<file path="config.mk">
export PLATFORM = sky130hd
export DESIGN_NAME = ggs_ctrl
export DESIGN_NICKNAME = d
export VERILOG_FILES = /design/src/ggs_pkg.sv /design/src/ggs_ctrl.sv
export SDC_FILE = /design/constraint.sdc
export NUM_CORES = 1
export LEC_CHECK = 0
export BUFFER_PORTS_ARGS = -buffer_cell sky130_fd_sc_hd__clkbuf_2
export CAP_MARGIN = 30
export CORE_MARGIN = 2
export CORE_UTILIZATION = 46
export DETAILED_ROUTE_END_ITERATION = 12
export PLACE_DENSITY = 0.75
export REMOVE_ABC_BUFFERS = 1
export SLEW_MARGIN = 25
export SYNTH_ARGS = -nofsm -noshare
export SYNTH_HDL_FRONTEND = slang
export SYNTH_SLANG_ARGS = --single-unit
</file>
<file path="constraint.sdc">
create_clock -name clk -period 1.6 [get_ports clk]
set_input_delay 0.16 -clock clk [delete_from_list [all_inputs] [get_ports clk]]
set_output_delay 0.16 -clock clk [all_outputs]
set_load 0.05 [all_outputs]
</file>
<file path="src/ggs_pkg.sv">
// ----------------------------------------------------------------------------
// Gaussian gridding spreader package
// Shared payload types, codes and controller/datapath interface structs.
// ----------------------------------------------------------------------------
package ggs_pkg;

    localparam int DEF_MAX_GRID   = 64;
    localparam int DEF_MAX_SPREAD = 8;

    localparam logic [1:0] ACT_LOAD   = 2'd0;
    localparam logic [1:0] ACT_SPREAD = 2'd1;
    localparam logic [1:0] ACT_READ   = 2'd2;
    // Spare action code; the block takes the item and does nothing with it.
    localparam logic [1:0] ACT_UNUSED = 2'd3;

    localparam logic [1:0] CFG_GRID_SIZE = 2'd0;
    localparam logic [1:0] CFG_SPREAD    = 2'd1;

    localparam logic [6:0] GRID_SIZE_RESET = 7'd64;
    localparam logic [3:0] SPREAD_RESET    = 4'd6;

    localparam logic [31:0] Q16_ONE = 32'h0001_0000;
    localparam logic [31:0] SAT32   = 32'hFFFF_FFFF;

    typedef struct packed {
        logic [1:0]         action;
        logic [3:0]         tap_index;
        logic [16:0]        tap_value;
        logic signed [15:0] sample_re;
        logic signed [15:0] sample_im;
        logic [5:0]         row;
        logic [5:0]         col;
        logic [17:0]        decay_x;
        logic [17:0]        decay_y;
    } in_item_t;

    typedef struct packed {
        logic signed [47:0] cell_re;
        logic signed [47:0] cell_im;
    } out_item_t;

    // Multiply operations of the kernel weight builder.
    typedef enum logic [1:0] {
        OP_PP,
        OP_PN,
        OP_WP,
        OP_WN
    } op_t;

    typedef struct packed {
        logic accept;
        logic clear;
        logic reduce;
        logic div_start;
        logic winit;
        logic mul_go;
        logic wb_go;
        op_t  op;
        logic axis;
        logic pos_init;
        logic issue;
        logic row_reset;
        logic row_step;
        logic row_odd;
        logic col_step;
        logic col_odd;
        logic rd_issue;
        logic capture;
    } cmd_t;

    typedef struct packed {
        logic clear_last;
        logic reduced;
        logic div_done;
        logic hazard;
        logic pipe_busy;
    } sts_t;

endpackage

</file>
<file path="src/ggs_ctrl.sv">
// ----------------------------------------------------------------------------
// Gaussian gridding spreader controller
// Sequences clearing, reduction, weight building, cell accumulation and reads.
// ----------------------------------------------------------------------------
module ggs_ctrl #(
    parameter int MAX_SPREAD = ggs_pkg::DEF_MAX_SPREAD,
    localparam int KW = $clog2(MAX_SPREAD + 1),
    localparam int WI = $clog2(2 * MAX_SPREAD)
) (
    input  logic           clk,
    input  logic           rst_n,
    input  logic           start,
    input  logic [1:0]     action,
    input  logic [KW-1:0]  msp,
    input  ggs_pkg::sts_t  sts,
    output ggs_pkg::cmd_t  cmd,
    output logic           busy,
    output logic [WI-1:0]  a_idx,
    output logic [WI-1:0]  b_idx,
    output logic [KW-1:0]  k_idx
);

    typedef enum logic [3:0] {
        ST_CLEAR,
        ST_IDLE,
        ST_REDUCE,
        ST_DIVGO,
        ST_DIV,
        ST_WINIT,
        ST_MUL,
        ST_WB,
        ST_CINIT,
        ST_CELL,
        ST_DRAIN,
        ST_RD,
        ST_RDW
    } state_t;

    state_t          state_reg;
    logic [1:0]      act_reg;
    logic            axis_reg;
    ggs_pkg::op_t    op_reg;
    logic [KW-1:0]   k_reg;
    logic [WI-1:0]   a_reg;
    logic [WI-1:0]   b_reg;
    logic [KW:0]     m2;
    logic [WI-1:0]   last_idx;
    logic            accept;
    logic            issue;

    assign m2       = {msp, 1'b0};
    assign last_idx = WI'(m2 - (KW+1)'(1));
    assign accept   = start && (state_reg == ST_IDLE);
    assign issue    = (state_reg == ST_CELL) && !sts.hazard;
    assign busy     = (state_reg != ST_IDLE);
    assign a_idx    = a_reg;
    assign b_idx    = b_reg;
    assign k_idx    = k_reg;

    always_comb
    begin
        cmd           = '0;
        cmd.accept    = accept;
        cmd.clear     = (state_reg == ST_CLEAR);
        cmd.reduce    = (state_reg == ST_REDUCE);
        cmd.div_start = (state_reg == ST_DIVGO);
        cmd.winit     = (state_reg == ST_WINIT);
        cmd.mul_go    = (state_reg == ST_MUL);
        cmd.wb_go     = (state_reg == ST_WB);
        cmd.op        = op_reg;
        cmd.axis      = axis_reg;
        cmd.pos_init  = (state_reg == ST_CINIT);
        cmd.issue     = issue;
        cmd.row_reset = issue && (a_reg == last_idx);
        cmd.row_step  = issue && (a_reg != last_idx);
        cmd.row_odd   = !a_reg[0];
        cmd.col_step  = issue && (a_reg == last_idx) && (b_reg != last_idx);
        cmd.col_odd   = !b_reg[0];
        cmd.rd_issue  = (state_reg == ST_RD);
        cmd.capture   = (state_reg == ST_RDW);
    end

    always_ff @(posedge clk or negedge rst_n)
    begin
        if (!rst_n)
        begin
            state_reg <= ST_CLEAR;
            act_reg   <= ggs_pkg::ACT_LOAD;
            axis_reg  <= 1'b0;
            op_reg    <= ggs_pkg::OP_PP;
            k_reg     <= '0;
            a_reg     <= '0;
            b_reg     <= '0;
        end
        else
        begin
            unique case (state_reg)
                ST_CLEAR:
                begin
                    if (sts.clear_last)
                    begin
                        state_reg <= ST_IDLE;
                    end
                end
                ST_IDLE:
                begin
                    if (accept && (action == ggs_pkg::ACT_SPREAD
                                   || action == ggs_pkg::ACT_READ))
                    begin
                        act_reg   <= action;
                        state_reg <= ST_REDUCE;
                    end
                end
                ST_REDUCE:
                begin
                    if (sts.reduced)
                    begin
                        axis_reg  <= 1'b0;
                        state_reg <= (act_reg == ggs_pkg::ACT_READ) ? ST_RD : ST_DIVGO;
                    end
                end
                ST_DIVGO:
                begin
                    state_reg <= ST_DIV;
                end
                ST_DIV:
                begin
                    if (sts.div_done)
                    begin
                        state_reg <= ST_WINIT;
                    end
                end
                ST_WINIT:
                begin
                    k_reg     <= KW'(1);
                    op_reg    <= ggs_pkg::OP_PP;
                    state_reg <= ST_MUL;
                end
                ST_MUL:
                begin
                    state_reg <= ST_WB;
                end
                ST_WB:
                begin
                    unique case (op_reg)
                        ggs_pkg::OP_PP:
                        begin
                            op_reg    <= ggs_pkg::OP_PN;
                            state_reg <= ST_MUL;
                        end
                        ggs_pkg::OP_PN:
                        begin
                            op_reg    <= ggs_pkg::OP_WP;
                            state_reg <= ST_MUL;
                        end
                        ggs_pkg::OP_WP:
                        begin
                            if (k_reg < msp)
                            begin
                                op_reg    <= ggs_pkg::OP_WN;
                                state_reg <= ST_MUL;
                            end
                            else if (!axis_reg)
                            begin
                                axis_reg  <= 1'b1;
                                state_reg <= ST_DIVGO;
                            end
                            else
                            begin
                                state_reg <= ST_CINIT;
                            end
                        end
                        default:
                        begin
                            k_reg     <= k_reg + KW'(1);
                            op_reg    <= ggs_pkg::OP_PP;
                            state_reg <= ST_MUL;
                        end
                    endcase
                end
                ST_CINIT:
                begin
                    a_reg     <= '0;
                    b_reg     <= '0;
                    state_reg <= ST_CELL;
                end
                ST_CELL:
                begin
                    if (issue)
                    begin
                        if (a_reg == last_idx)
                        begin
                            a_reg <= '0;
                            if (b_reg == last_idx)
                            begin
                                state_reg <= ST_DRAIN;
                            end
                            else
                            begin
                                b_reg <= b_reg + WI'(1);
                            end
                        end
                        else
                        begin
                            a_reg <= a_reg + WI'(1);
                        end
                    end
                end
                ST_DRAIN:
                begin
                    if (!sts.pipe_busy)
                    begin
                        state_reg <= ST_IDLE;
                    end
                end
                ST_RD:
                begin
                    state_reg <= ST_RDW;
                end
                ST_RDW:
                begin
                    state_reg <= ST_IDLE;
                end
                default:
                begin
                    state_reg <= ST_IDLE;
                end
            endcase
        end
    end

endmodule

</file>
Yosys cells after proc, flatten, opt, wreduce, memory -nomap -nowiden

Index checks and enable logic that the tools add are counted.

Input port bits: 14
Word-level logic and storage cells: 99
Output and inout bits: 32
Flip-flop bits (word level): 21

Muxes and demuxes: 29
Order comparisons: 1
Reductions and logical operators: 23
Add/sub/neg operators: 4
Equality and inequality tests: 35

Operators by type and width:

| cell                                                                     | count |
|---|---|
| 4-bit 2-to-1 mux                                                         | 18 |
| 4-bit case mux with 12 select lines                                      | 1 |
| 4-bit case mux with 2 select lines                                       | 3 |
| 4-bit equality test (second input constant)                              | 5 |
| 4-bit by 3-bit equality test with 1-bit output (second input constant)   | 4 |
| 2-bit inequality test (second input constant)                            | 8 |
| 4-bit by 1-bit adder with 4-bit output (second input constant)           | 3 |
| 4-bit by 2-bit equality test with 1-bit output (second input constant)   | 2 |
| 4-bit equality test                                                      | 2 |
| 2-bit by 1-bit inequality test with 1-bit output (second input constant) | 4 |
| 4-bit inequality test                                                    | 2 |
| 2-bit AND reduction                                                      | 4 |
| 4-bit AND reduction                                                      | 2 |
| 8-bit AND reduction                                                      | 1 |
| 2-bit equality test (second input constant)                              | 3 |
| 1-bit logical AND                                                        | 6 |
| 2-bit case mux with 3 select lines                                       | 1 |
| 2-bit nonzero test                                                       | 3 |
| 2-bit by 1-bit equality test with 1-bit output (second input constant)   | 2 |
| 4-bit by 1-bit equality test with 1-bit output (second input constant)   | 1 |
| 4-bit logical NOT                                                        | 1 |
| 4-bit < comparator                                                       | 1 |
| 4-bit by 1-bit inequality test with 1-bit output (second input constant) | 1 |
| 2-bit case mux with 2 select lines                                       | 1 |
| 9 further kinds                                                          | 13 |

Longest topological paths before layout

Gate-level depths: netlist of run 1.

Word-level depth: 6
Mapped depth: 8
Depth with buffers taken out: 8

Worst setup path after synthesis of run 1

OpenSTA, ideal clock, no wires.

Path kind: register to register
Start point: reg state_reg[3]
End point: reg state_reg[3]
Required time: 1.473 ns
Path buffers: 1
Arrival: 2.548 ns
Slack: -1.074 ns
Clock period less this slack: 2.674 ns
Setup time: 0.127 ns
Stages on the path, launching flop included: 5
Cell sequence: dfrtp_1 -> buf_2 -> nor4_1 -> or4_1 -> o22ai_1

RTL lines:

| element                  | RTL line        | text |
|---|---|---|
| start: declaration       | ggs_ctrl.sv:39  | `state_t state_reg;` |
| start signal: assignment | ggs_ctrl.sv:119 | `state_reg <= (act_reg == ggs_pkg::ACT_READ) ? ST_RD : ST_DIVGO;` |

Worst setup path in the final report of run 1

Start point: reg k_reg[2] (netlist: k_idx[2])
End point: reg state_reg[0]

Word-level cells in the longest chain between the ends: 4

Ends and longest elaborated chain:

| element                             | RTL line        | text |
|---|---|---|
| start: declaration                  | ggs_ctrl.sv:43  | `logic [KW-1:0] k_reg;` |
| start signal: assignment            | ggs_ctrl.sv:175 | `k_reg <= k_reg + KW'(1);` |
| 4-bit < comparator                  | ggs_ctrl.sv:158 | `if (k_reg < msp)` |
| 4-bit 2-to-1 mux                    | ggs_ctrl.sv:158 |  |
| 4-bit 2-to-1 mux                    | ggs_ctrl.sv:145 | `unique case (op_reg)` |
| 4-bit case mux with 12 select lines | ggs_ctrl.sv:97  | `unique case (state_reg)` |

Every way passes these cells.
A chain may end at the register's enable or synchronous reset.

==> results of run 1 <==
## layout by cell type (no fill, tap or decap), types with 8 or more instances in the layout
master and n:
nor2_1 11, a21oi_1 9, buf_8 11, clkbuf_2 30
dfrtp_1 17, buf_6 34, inv_1 12, nand2_1 14
buf_4 50, ha_1 8
## worst paths after layout
check / to / depth (start not counted)
worst min register to register: state_reg[0] / 2
max in group asynchronous: state_reg[3] / 2
min in group asynchronous: b_idx[1] / 2
worst max-delay path: state_reg[0] / 6
worst min-delay path: act_reg[0] / 2
worst max register to register: state_reg[0] / 6
## power breakdown
part | leakage [nW] | switching (W) | internal [W]
registers | 0.244 | 0.000174 | 0.000666
clock network | 0.0139 | 0.000223 | 0.0000962
logic | 1.26 | 0.00218 | 0.00168
total | 1.52 | 0.00258 | 0.00244
## worst max-delay path, delay by kind of cell (launching register included)
| family | cells | cell delay (ns) |
|---|---|---|
| and+or+nand+nor | 3 | 0.82 |
| DFF | 1 | 0.47 |
| adders and majority gates | 1 | 0.34 |
| AOI/OAI and AO/OA | 2 | 0.28 |
## logic make-up (layout without fill, tap and decap cells)
kind of cell             after synthesis  after routing  share of synthesized area (%)
AO/OA/AOI/OAI                         50             50                           20.7
AND/OR/NAND/NOR                       74             74                           23.2
adder cells (fa/ha/maj)               10             10                           8.07
buffers and inverters                 25            151                           7.34
multiplexers                           1              1                          0.646
flip-flops                            21             21                           33.9
XOR/XNOR                               7              7                           6.05
## cells in the mapped netlist (all sizes together), types with 2 or more instances
cell,n,area [sq um]
or3,3,18.8
nand2b,3,21.3
xnor2,2,17.5
nor4,3,18.8
o21ai,17,85.1
a211o,3,27.5
nand4,2,12.5
nand3,6,30.0
inv,17,63.8
dfrtp,21,526
o31ai,2,15.0
xor2,3,26.3
ha,10,125
a21oi,13,65.1
nor2b,3,18.8
a22o,2,17.5
nor3,8,40.0
a32o,2,20.0
nor2,19,71.3
buf,8,50.1
nand2,20,75.1
## per-stage QoR
step           cell area (sq um)  hold slack (ns)  setup WS, ns  TNS, ns
5_1_grt                     3200            0.136        -0.429    -8.12
3_3_place_gp                2140            0.179        -0.264    -2.89
3_5_place_dp                2140            0.176        -0.336    -3.87
6_report                    3200            0.146        -0.375    -7.27
2_1_floorplan               1500           -0.136         -1.03   -11.00
4_1_cts                     2730           0.0685        -0.245    -1.99
## metal layers
| metal | global-route usage, % | part of all wire, % | up-vias |
|---|---|---|---|
| li1 | - | - | 925 |
| met1 | 40.8 | 33 | 1119 |
| met2 | 58.5 | 45 | 295 |
| met3 | 7.04 | 12 | 124 |
| met4 | 14.6 | 9.8 | 0 |
| met5 | 0 | 0 | - |
## layout make-up
cell class | count | area (sq um)
clock inverters | 1 | 7.51
fillers | 49 | 81.3
flip-flops and latches | 21 | 531
repair buffers | 130 | 1170
clock buffers | 3 | 22.5
inverters | 17 | 71.3
well taps | 46 | 57.6
multi-input cells | 142 | 1340
## timing repair
item,in CTS,in global routing
endpoints found under the hold margin,21,0
gates cloned,0,0
pin swaps,19,17
resized for setup,115,80
buffers inserted,13,28
endpoints found under the setup margin,30,32
hold buffers,1,0
==> results.md, run 1 <==
- I/O pin count: 46
- Detailed placement HPWL: 3310 microns
- Final Hold Vio Count: 0
- Gp weighted congestion: 0.866
- Post-synth ARST share: 100%
- Initial core utilization: 47.2%
- Yosys warns: 0
- Largest net degree at the start of global routing: 22
- Unique masters post-synth: 45
- Initial antenna violation count: 0
- WP data required: 1.89 ns
- Seq/Total Area, Yosys: 33.9%
- Worst-margin pin slew: 0.600 ns
- Leak: 1.52 nW
- Vias in the first global route: 1,999
- Final WL: 9820 microns
- Clock Skews: 0.0205 ns
- Synth Area per Inst: 8.25 sq um
- Share of layout cells above drive strength 1: 65.6%
- Post-route DRC violation count: 0
- GRT Resource Usage Total: 34.0%
- Slew Limit Fails: 0
- EDFF count, synth: 0
- Drt wl/cell: 27.3 microns
- Bufs on Longest Clock Path: 2
- Min cycle time layout: 1.98 ns
- DP Cell Count: 318
- Worst setup margin: -0.375 ns
- Die H: 62.1 microns
- Vias: 2,463
- PD cells: 1570 mW/mm^2
- Area growth, synth to finish: 107%
- Post-layout utilization of the core: 97.5%
- CTS Root Cell: clkbuf_4
- Setup CP Type: register to register
- Die area: 0.00385 sq mm
- Post-route non-filler standard cell count: 360
- Starting DRT DRC Count: 491
- Max-Slew Margin vs Limit: 60.0%
- Via density: 6.84
- Final nets: 339
- Hold Crit Class: input pin to register
- Core area: 0.00328 sq mm
- Post-Syn Area: 0.00155 sq mm
- Worst Path Max Fanout: 4
- Final period utilization: 123%
- F_max: 506 MHz
- Ant. Diodes: 0
- Clk Latency, worst-skew pair: 0.35 ns
- RR Startpoint: k_idx[2]
- Port Buf Inserts: 45
- Failing checks: negative setup slack
- Post-Synthesis Cells: 188
- Pwr Total: 0.00502 W
- FF-to-FF setup slack: -0.38 ns
- FF+latch count, synth: 21
- Die width: 62.1 microns
- Worst vdd ir: 0.00127 V
- Grt ovf: 0
- Row count: 21
- Post-DRT Antenna Nets: 0
- H-tree Lvls: 1
- CTS tree: built
- Setup violations, final: 35
- Setup crit start kind: register
- HP Start: action[1]
- Clock Sink Count: 21
- CP cell instances: ha_1 -> o21a_1 -> nor2_1 -> or3b_4 -> or3_4 -> a21oi_2
- Worst stage delay on the critical path: 0.47 ns
- Crit. End Element: register
- Arr. time, crit path: 2.27 ns
- Predominant post-synthesis flop cell: dfrtp_1
- Number of CTS-inserted buffers: 3
- Detailed Routing Iterations Pass 1: 6
- First-pass GRT wire length: 9470 microns
- RSZ-0062 raised after global routing: true
- Worst-path clk slew: 0.17 ns
- Slowest cell on crit path: dfrtp_1
- Max-Cap Viols: 0
- Worst Setup SP: k_idx[2]
- Outcome: complete, but fails checks
Note: power is estimated with default switching activity, not from simulation.
==> run 2, diff against run 1 <==
--- a/config.mk
+++ b/config.mk
@@ -12,6 +12,7 @@
 export DETAILED_ROUTE_END_ITERATION = 12
 export PLACE_DENSITY = 0.75
 export REMOVE_ABC_BUFFERS = 1
+export SKIP_LAST_GASP = 1
 export SLEW_MARGIN = 25
 export SYNTH_ARGS = -nofsm -noshare
 export SYNTH_HDL_FRONTEND = slang
==> results.md, run 2 (same netlist as run 1, synthesis figures left out) <==
- Outcome: complete, but fails checks
- Failing checks: negative setup slack
- Crit. End Element: output port
- Worst-path clk slew: 0.16 ns (about the same)
- RSZ-0062 raised after global routing: true
- Post-DRT Antenna Nets: 0 (unchanged)
- Initial core utilization: 47.2% (unchanged)
- Clock Skews: 0.0254 ns (+0.00496 ns)
- Final period utilization: 125% (+1.7 points)
- Worst setup margin: -0.403 ns (-0.0275 ns)
- Post-route DRC violation count: 0 (unchanged)
- Starting DRT DRC Count: 315 (-36%)
- Gp weighted congestion: 0.866 (unchanged)
- CTS Root Cell: clkbuf_4
- Min cycle time layout: 2.00 ns (+0.0275 ns)
- DP Cell Count: 318 (unchanged)
- Row count: 21 (unchanged)
- Post-route non-filler standard cell count: 352 (-2.2%)
- PD cells: 1520 mW/mm^2 (-3.2%)
- Worst stage delay on the critical path: 0.45 ns (-0.02 ns)
- Drt wl/cell: 23.5 microns (-14%)
- Grt ovf: 0 (unchanged)
- Vias in the first global route: 1,957 (-2.1%)
- Share of layout cells above drive strength 1: 65.4% (-0.25 points)
- Final WL: 8280 microns (-16%)
- CP cell instances: xor3_1 -> nor4_4 -> a211o_4 -> nor2_2 -> clkbuf_8
- Core area: 0.00328 sq mm (unchanged)
- Die area: 0.00385 sq mm (unchanged)
- Initial antenna violation count: 0 (unchanged)
- Max-Cap Viols: 0 (unchanged)
- Arr. time, crit path: 1.84 ns (-0.43 ns)
- Max-Slew Margin vs Limit: 58.8% (-1.1 points)
- Hold Crit Class: input pin to register
- Number of buffers and inverters on the critical path: 1 (+1)
- Leak: 1.43 nW (-5.8%)
- Slowest cell on crit path: dfrtp_1
- Area growth, synth to finish: 99.1%
- Cell Area, Placed: 0.00214 sq mm (unchanged)
- Via density: 6.37 (-6.9%)
- Slew Limit Fails: 0 (unchanged)
- Clock Sink Count: 21 (unchanged)
- Vias: 2,242 (-9.0%)
- GRT Resource Usage Total: 33.8% (-0.13 points)
- I/O pin count: 46 (unchanged)
- Worst-margin pin slew: 0.617 ns (+0.0170 ns)
- Bufs on Longest Clock Path: 2 (unchanged)
- Port Buf Inserts: 45 (unchanged)
- Final Cell Area: 0.00309 sq mm (-3.6%)
- Largest net degree at the start of global routing: 22 (unchanged)
- Final Hold Vio Count: 0 (unchanged)
- CP delay by family, top: flip-flops
- Post-layout utilization of the core: 94.0% (-3.5 points)
- First-pass GRT wire length: 9380 microns (-0.94%)
- Die H: 62.1 microns (unchanged)
- Final nets: 331 (-2.4%)
- Setup violations, final: 33 (-5.7%)
- Detailed Routing Iterations Pass 1: 7 (+1)
- Clk Latency, worst-skew pair: 0.36 ns (about the same)
- Worst Path Max Fanout: 2 (-2)
- Most frequent cells in the layout: buf_4 (51), clkbuf_2 (30), buf_6 (26), dfrtp_1 (17), nand2_1 (14)
- H-tree Lvls: 1 (unchanged)
- Number of CTS-inserted buffers: 3 (unchanged)
- Setup Total Neg Slack: -6.12 ns (+1.15 ns)
- WP data required: 1.44 ns (-0.45 ns)
- Worst vdd ir: 0.00101 V (-21%)
- CTS tree: built
- Commonest non-fill, non-tap cell in the layout: buf_4
- Ant. Diodes: 0 (unchanged)
- Setup CP Type: register to output port
- Setup crit start kind: register
- F_max: 499 MHz (-1.4%)
- Detailed placement HPWL: 3310 microns (unchanged)
- Pwr Total: 0.00468 W (-6.7%)
- Die width: 62.1 microns (unchanged)
[run 2: what timing repair did]
| action | 4_1_cts | 5_1_grt |
|---|---|---|
| resized for setup | 106 | 76 |
| hold endpoints to repair | 21 | 0 |
| pin swaps | 19 | 22 |
| hold buffers | 1 | 0 |
| buffers inserted | 13 | 20 |
| setup endpoints to repair | 30 | 32 |
[run 2: path summary, 6_finish.rpt]
kind	startpoint	slack, ns	to	cells after the start
setup / recovery	b_idx[3]	-0.40	cmd[3]	5
hold / removal	action[1]	0.04	act_reg[0]	2
setup reg to reg	k_idx[3]	-0.36	state_reg[0]	6
hold reg to reg	b_idx[0]	0.59	b_idx[0]	2
max in group asynchronous	rst_n	0.81	state_reg[2]	2
min in group asynchronous	rst_n	0.31	b_idx[2]	2
[run 2: final cells by class]
| class | count | area [sq um] |
|---|---|---|
| clock inverter | 1 | 7.51 |
| tap | 46 | 57.6 |
| fill | 96 | 198 |
| clock buffer | 3 | 22.5 |
| sequential | 21 | 531 |
| inverter | 17 | 71.3 |
| timing repair buffer | 122 | 1070 |
| multi-input combinational | 142 | 1320 |
[run 2: stage by stage]
stage | hold WS (ns) | worst slack [ns]
after detailed placement | 0.176 | -0.336
final | 0.0384 | -0.403
after global routing | 0.0499 | -0.491
after global placement | 0.179 | -0.264
after CTS | 0.0685 | -0.245
after floorplan | -0.136 | -1.03
[run 2: report_power, final]
group / switching (W) / leakage (nW) / total, W / internal (W)
Clock: 0.000222 / 0.0139 / 0.000318 / 0.0000966
Sequential: 0.000169 / 0.244 / 0.000835 / 0.000666
Combinational: 0.00202 / 1.17 / 0.00353 / 0.00151
Total: 0.00242 / 1.43 / 0.00468 / 0.00227
[run 2: metal layers]
metal  global-route usage (%)  share of wire, %  vias to the layer above  routed length, microns
li1                         -                 -                      911                       -
met1                     41.1                36                     1101                    3020
met2                     59.1                50                      186                    4150
met3                     5.59               8.7                       44                     723
met4                     14.0               4.7                        0                     385
met5                        0                 0                        -                       0
==> run 3, diff against run 2 <==
--- a/config.mk
+++ b/config.mk
@@ -11,7 +11,6 @@
 export CORE_UTILIZATION = 46
 export DETAILED_ROUTE_END_ITERATION = 12
 export PLACE_DENSITY = 0.75
-export REMOVE_ABC_BUFFERS = 1
 export SKIP_LAST_GASP = 1
 export SLEW_MARGIN = 25
 export SYNTH_ARGS = -nofsm -noshare
==> results.md, run 3 <==
- Outcome: did not finish
- Failed at: global routing (5_1_grt)
- Error msg: [ERROR GRT-0232] Routing congestion too high. Check the congestion heatmap in the GUI.
- Post-Syn Area: 0.00155 sq mm (unchanged)
- Largest family of logic cells by synthesized area: simple AND/OR/NAND/NOR gates
- Worst endpoint pin kind: top-level output
- Number of CTS-inserted buffers: 3 (unchanged)
- Gp weighted congestion: 0.920 (+6.2%)
- Post-synthesis simple-gate area fraction: 23.2% (unchanged)
- Grt ovf: 48
- Post-synth ARST share: 100% (unchanged)
- Row count: 21 (unchanged)
- Mapped Nets: 212
- Complex-gate fraction of the synthesized area: 20.7% (unchanged)
- Mux contribution to synthesized area: 0.646% (unchanged)
- Top cell type's share of synthesized area: 33.9% (unchanged)
- Post-Synthesis Cells: 188 (unchanged)
- Cell taking the most area after synthesis: dfrtp_1
- Die width: 62.1 microns (unchanged)
- Largest net degree at the start of global routing: 22
- I/O pin count: 46 (unchanged)
- Port Buf Inserts: 45 (unchanged)
- CTS Root Cell: clkbuf_4
- DP Cell Count: 323 (+1.6%)
- Die H: 62.1 microns (unchanged)
- EDFF count, synth: 0 (unchanged)
- Top post-synthesis cells by area: dfrtp_1 (34%), ha_1 (8.1%), o21ai_0 (5.5%)
- Detailed placement HPWL: 3370 microns (+1.6%)
- Seq/Total Area, Yosys: 33.9% (unchanged)
- Clock Sink Count: 21 (unchanged)
- Yosys warns: 0 (unchanged)
- Bufs on Longest Clock Path: 2 (unchanged)
- H-tree Lvls: 1 (unchanged)
- FF+latch count, synth: 21 (unchanged)
- Synth Area in Adders: 8.07% (unchanged)
- Top cells by count, synth: dfrtp_1 (21), nand2_1 (20), nor2_1 (19), inv_1 (17), o21ai_0 (17)
- Predominant post-synthesis flop cell: dfrtp_1
- Synth Area per Inst: 8.25 sq um (unchanged)
- Worst endpoint after global-route timing repair: cmd[3]
- Cell with the most instances after synthesis: dfrtp_1
- Initial core utilization: 47.2% (unchanged)
- Xor-xnor portion of the synthesized cell area: 6.05% (unchanged)
- Unique masters post-synth: 45 (unchanged)
- GRT Resource Usage Total: 74.8%
-- run 3: repair_timing --
item                                    in CTS
endpoints found under the setup margin      30
resized for setup                           66
setup buffers                               19
hold buffers                                 1
hold endpoints to repair                    21
pin swaps                                    8
-- run 3: logic make-up after synthesis --
| kind of cell | after synthesis |
|---|---|
| AND/OR/NAND/NOR | 74 |
| multiplexers | 1 |
| adder cells (fa/ha/maj) | 10 |
| AO/OA/AOI/OAI | 50 |
| buffers and inverters | 25 |
| XOR/XNOR | 7 |
| flip-flops | 21 |
-- run 3: per-layer routing --
layer | overflow | track usage (%)
met1 | 2 | 73.3
met2 | 25 | 94.3
met3 | 1 | 52.4
met4 | 20 | 85.7
met5 | 0 | 7.14
-- run 3: through the flow --
stage / setup WS, ns / instance area [sq um] / setup TNS (ns) / util, % / hold slack, ns
3_3_place_gp: -0.225 / 2370 / -2.42 / 72.3 / 0.179
4_1_cts: -0.221 / 2830 / -2.84 / 86.3 / 0.0714
3_5_place_dp: -0.278 / 2370 / -3.00 / 72.3 / 0.179
2_1_floorplan: -0.240 / 1720 / -1.93 / - / -0.136
==> run 4, diff against run 3 <==
--- a/config.mk
+++ b/config.mk
@@ -8,9 +8,9 @@
 export BUFFER_PORTS_ARGS = -buffer_cell sky130_fd_sc_hd__clkbuf_2
 export CAP_MARGIN = 30
 export CORE_MARGIN = 2
-export CORE_UTILIZATION = 46
+export CORE_UTILIZATION = 40
 export DETAILED_ROUTE_END_ITERATION = 12
-export PLACE_DENSITY = 0.75
+export PLACE_DENSITY_LB_ADDON = 0.15
 export SKIP_LAST_GASP = 1
 export SLEW_MARGIN = 25
 export SYNTH_ARGS = -nofsm -noshare
==> constraint.sdc (replaced) <==
create_clock -name clk -period 2.1 [get_ports clk]
set_input_delay 0.21 -clock clk [delete_from_list [all_inputs] [get_ports clk]]
set_output_delay 0.21 -clock clk [all_outputs]
set_load 0.05 [all_outputs]
==> results.md, run 4 (same netlist as run 1, synthesis figures left out) <==
- NetSw: 0.00117 W
- Worst Setup SP: a_idx[3]
- Slew Limit Fails: 0
- Final Hold Vio Count: 0
- GRT Resource Usage Total: 17.9%
- Area growth, synth to finish: 27.4%
- Outcome: completed
- Max-Cap Viols: 0
- Worst-path clk slew: 0.08 ns
- Logic pwr share: 60.3%
- Largest net degree at the start of global routing: 22
- Grt ovf: 0
- Mapped Nets: 212 (unchanged)
- First-pass GRT wire length: 6150 microns
- Die width: 66.3 microns (+6.8%)
- Clock Skews: 0.00187 ns
- Die H: 66.3 microns (+6.8%)
- Commonest non-fill, non-tap cell in the layout: clkbuf_2
- FF-to-FF path depth: 6
- Post-DRT Antenna Nets: 0
- Starting DRT DRC Count: 49
- Setup crit start kind: register
- Pwr Total: 0.00226 W
- Worst setup margin: 0.0710 ns
- Min Hold Slack: 0.176 ns
- Arr. time, crit path: 1.82 ns
- # fillers: 376
- Hold Crit Class: input pin to register
- Row count: 22 (+4.8%)
- Min cycle time layout: 2.03 ns
- Post-route DRC violation count: 0
- Ant. Diodes: 0
- Sequential share of power: 27.5%
- CTS Root Cell: clkbuf_8
- Area of the multi-input gates: 941 sq um
- Port Buf Inserts: 45 (unchanged)
- Worst-margin pin slew: 0.556 ns
- RR Startpoint: k_idx[1]
- Detailed Routing Iterations Pass 1: 4
- Clk Latency, worst-skew pair: 0.26 ns
- Setup CP Type: register to output port
- Initial antenna violation count: 0
- I/O pin count: 46 (unchanged)
- Die area: 0.00439 sq mm
- Via density: 5.22
- PD cells: 1140 mW/mm^2
- Clock Sink Count: 21 (unchanged)
- Bufs on Longest Clock Path: 2 (unchanged)
- Share of layout cells above drive strength 1: 31.4%
- Worst hold path cell count: 2
- Worst Path Max Fanout: 5
- Gp weighted congestion: 0.819 (-11%)
- DP Cell Count: 283 (-12%)
- Initial core utilization: 42.0% (-5.2 points)
- HP Start: action[1]
- H-tree Lvls: 1 (unchanged)
- Vias in the first global route: 1,341
- Worst vdd ir: 0.000845 V
- Setup violations, final: 0
- Sequential Area: 529 sq um
- Max-Slew Margin vs Limit: 62.0%
- WP data required: 1.89 ns
- CTS tree: built
- Detailed placement HPWL: 2890 microns (-14%)
- Final nets: 267
- Drt wl/cell: 13.0 microns
- Post-route non-filler standard cell count: 290
- Most frequent cells in the layout: clkbuf_2 (42), nand2_1 (20), dfrtp_1 (18), nor2_1 (17), o21ai_0 (17)
- Vias: 1,514
- Final period utilization: 96.6%
- Cell Area, Placed: 0.00189 sq mm (-21%)
- Clock power frac: 12.3%
- Pre-CTS setup slack: 0.0305 ns (+0.309 ns)
- Cell-internal power: 0.00109 W
- Core area: 0.00369 sq mm
- Final Cell Area: 0.00198 sq mm
- Final WL: 3770 microns
- F_max: 493 MHz
- Leak: 0.957 nW
- Number of CTS-inserted buffers: 3 (unchanged)
- Crit. End Element: output port
- RSZ-0062 raised after global routing: true
- Net Sw Frac: 51.9%
-- run 4: area by class of cell --
class,instances,area share (%)
Sequential cell,21,26.8
Clock buffer,4,2.28
Tap cell,48,3.04
Inverter,17,3.42
Timing Repair Buffer,58,16.8
Multi-Input combinational cell,142,47.6
-- run 4: timing repair --
item | in CTS | in global routing
gates resized for setup | 0 | 10
setup endpoints to repair | 0 | 4
buffers inserted | 0 | 2
hold buffers | 1 | 0
hold endpoints to repair | 21 | 0
-- run 4: metrics by stage --
step                      utilization (%)  TNS, ns
after floorplan                         -        0
after global placement               51.2        0
after detailed placement             51.2        0
after CTS                            52.6        0
after global routing                 53.6  -0.0348
final                                53.6        0
-- run 4: worst paths after layout --
| path | slack [ns] | end |
|---|---|---|
| worst max-delay path | 0.07 | cmd[3] |
| worst min-delay path | 0.18 | act_reg[0] |
| worst max register to register | 0.16 | op_reg[1] |
| worst min register to register | 0.54 | axis_reg |
| max in group asynchronous | 1.24 | state_reg[2] |
| min in group asynchronous | 0.47 | a_idx[2] |
-- run 4: power by group through the flow --
stage / Clock [W] / Sequential, W / Combinational [W]
after floorplan: 0 / 0.000798 / 0.000839
final: 0.000277 / 0.000621 / 0.00136
after global routing: 0.000299 / 0.000639 / 0.00149
after detailed placement: 0 / 0.000627 / 0.00135
after global placement: 0 / 0.000627 / 0.00134
after CTS: 0.000284 / 0.000621 / 0.00135
-- run 4: worst max-delay path, cell delays in order, from the launching register on --
cell	delay, ns
dfrtp_1	0.44
xnor3_4	0.36
and4_1	0.29
nand2_1	0.13
nor2_2	0.11
clkbuf_4	0.23
-- run 4: routing by layer --
metal  track usage (%)  vias to the layer above  share of wire [%]
met1              26.3                      707                 50
met5                 0                        -                  0
li1                  -                      774                  -
met4              5.36                        0               0.58
met3              2.21                        2                3.9
met2              27.3                       31                 45
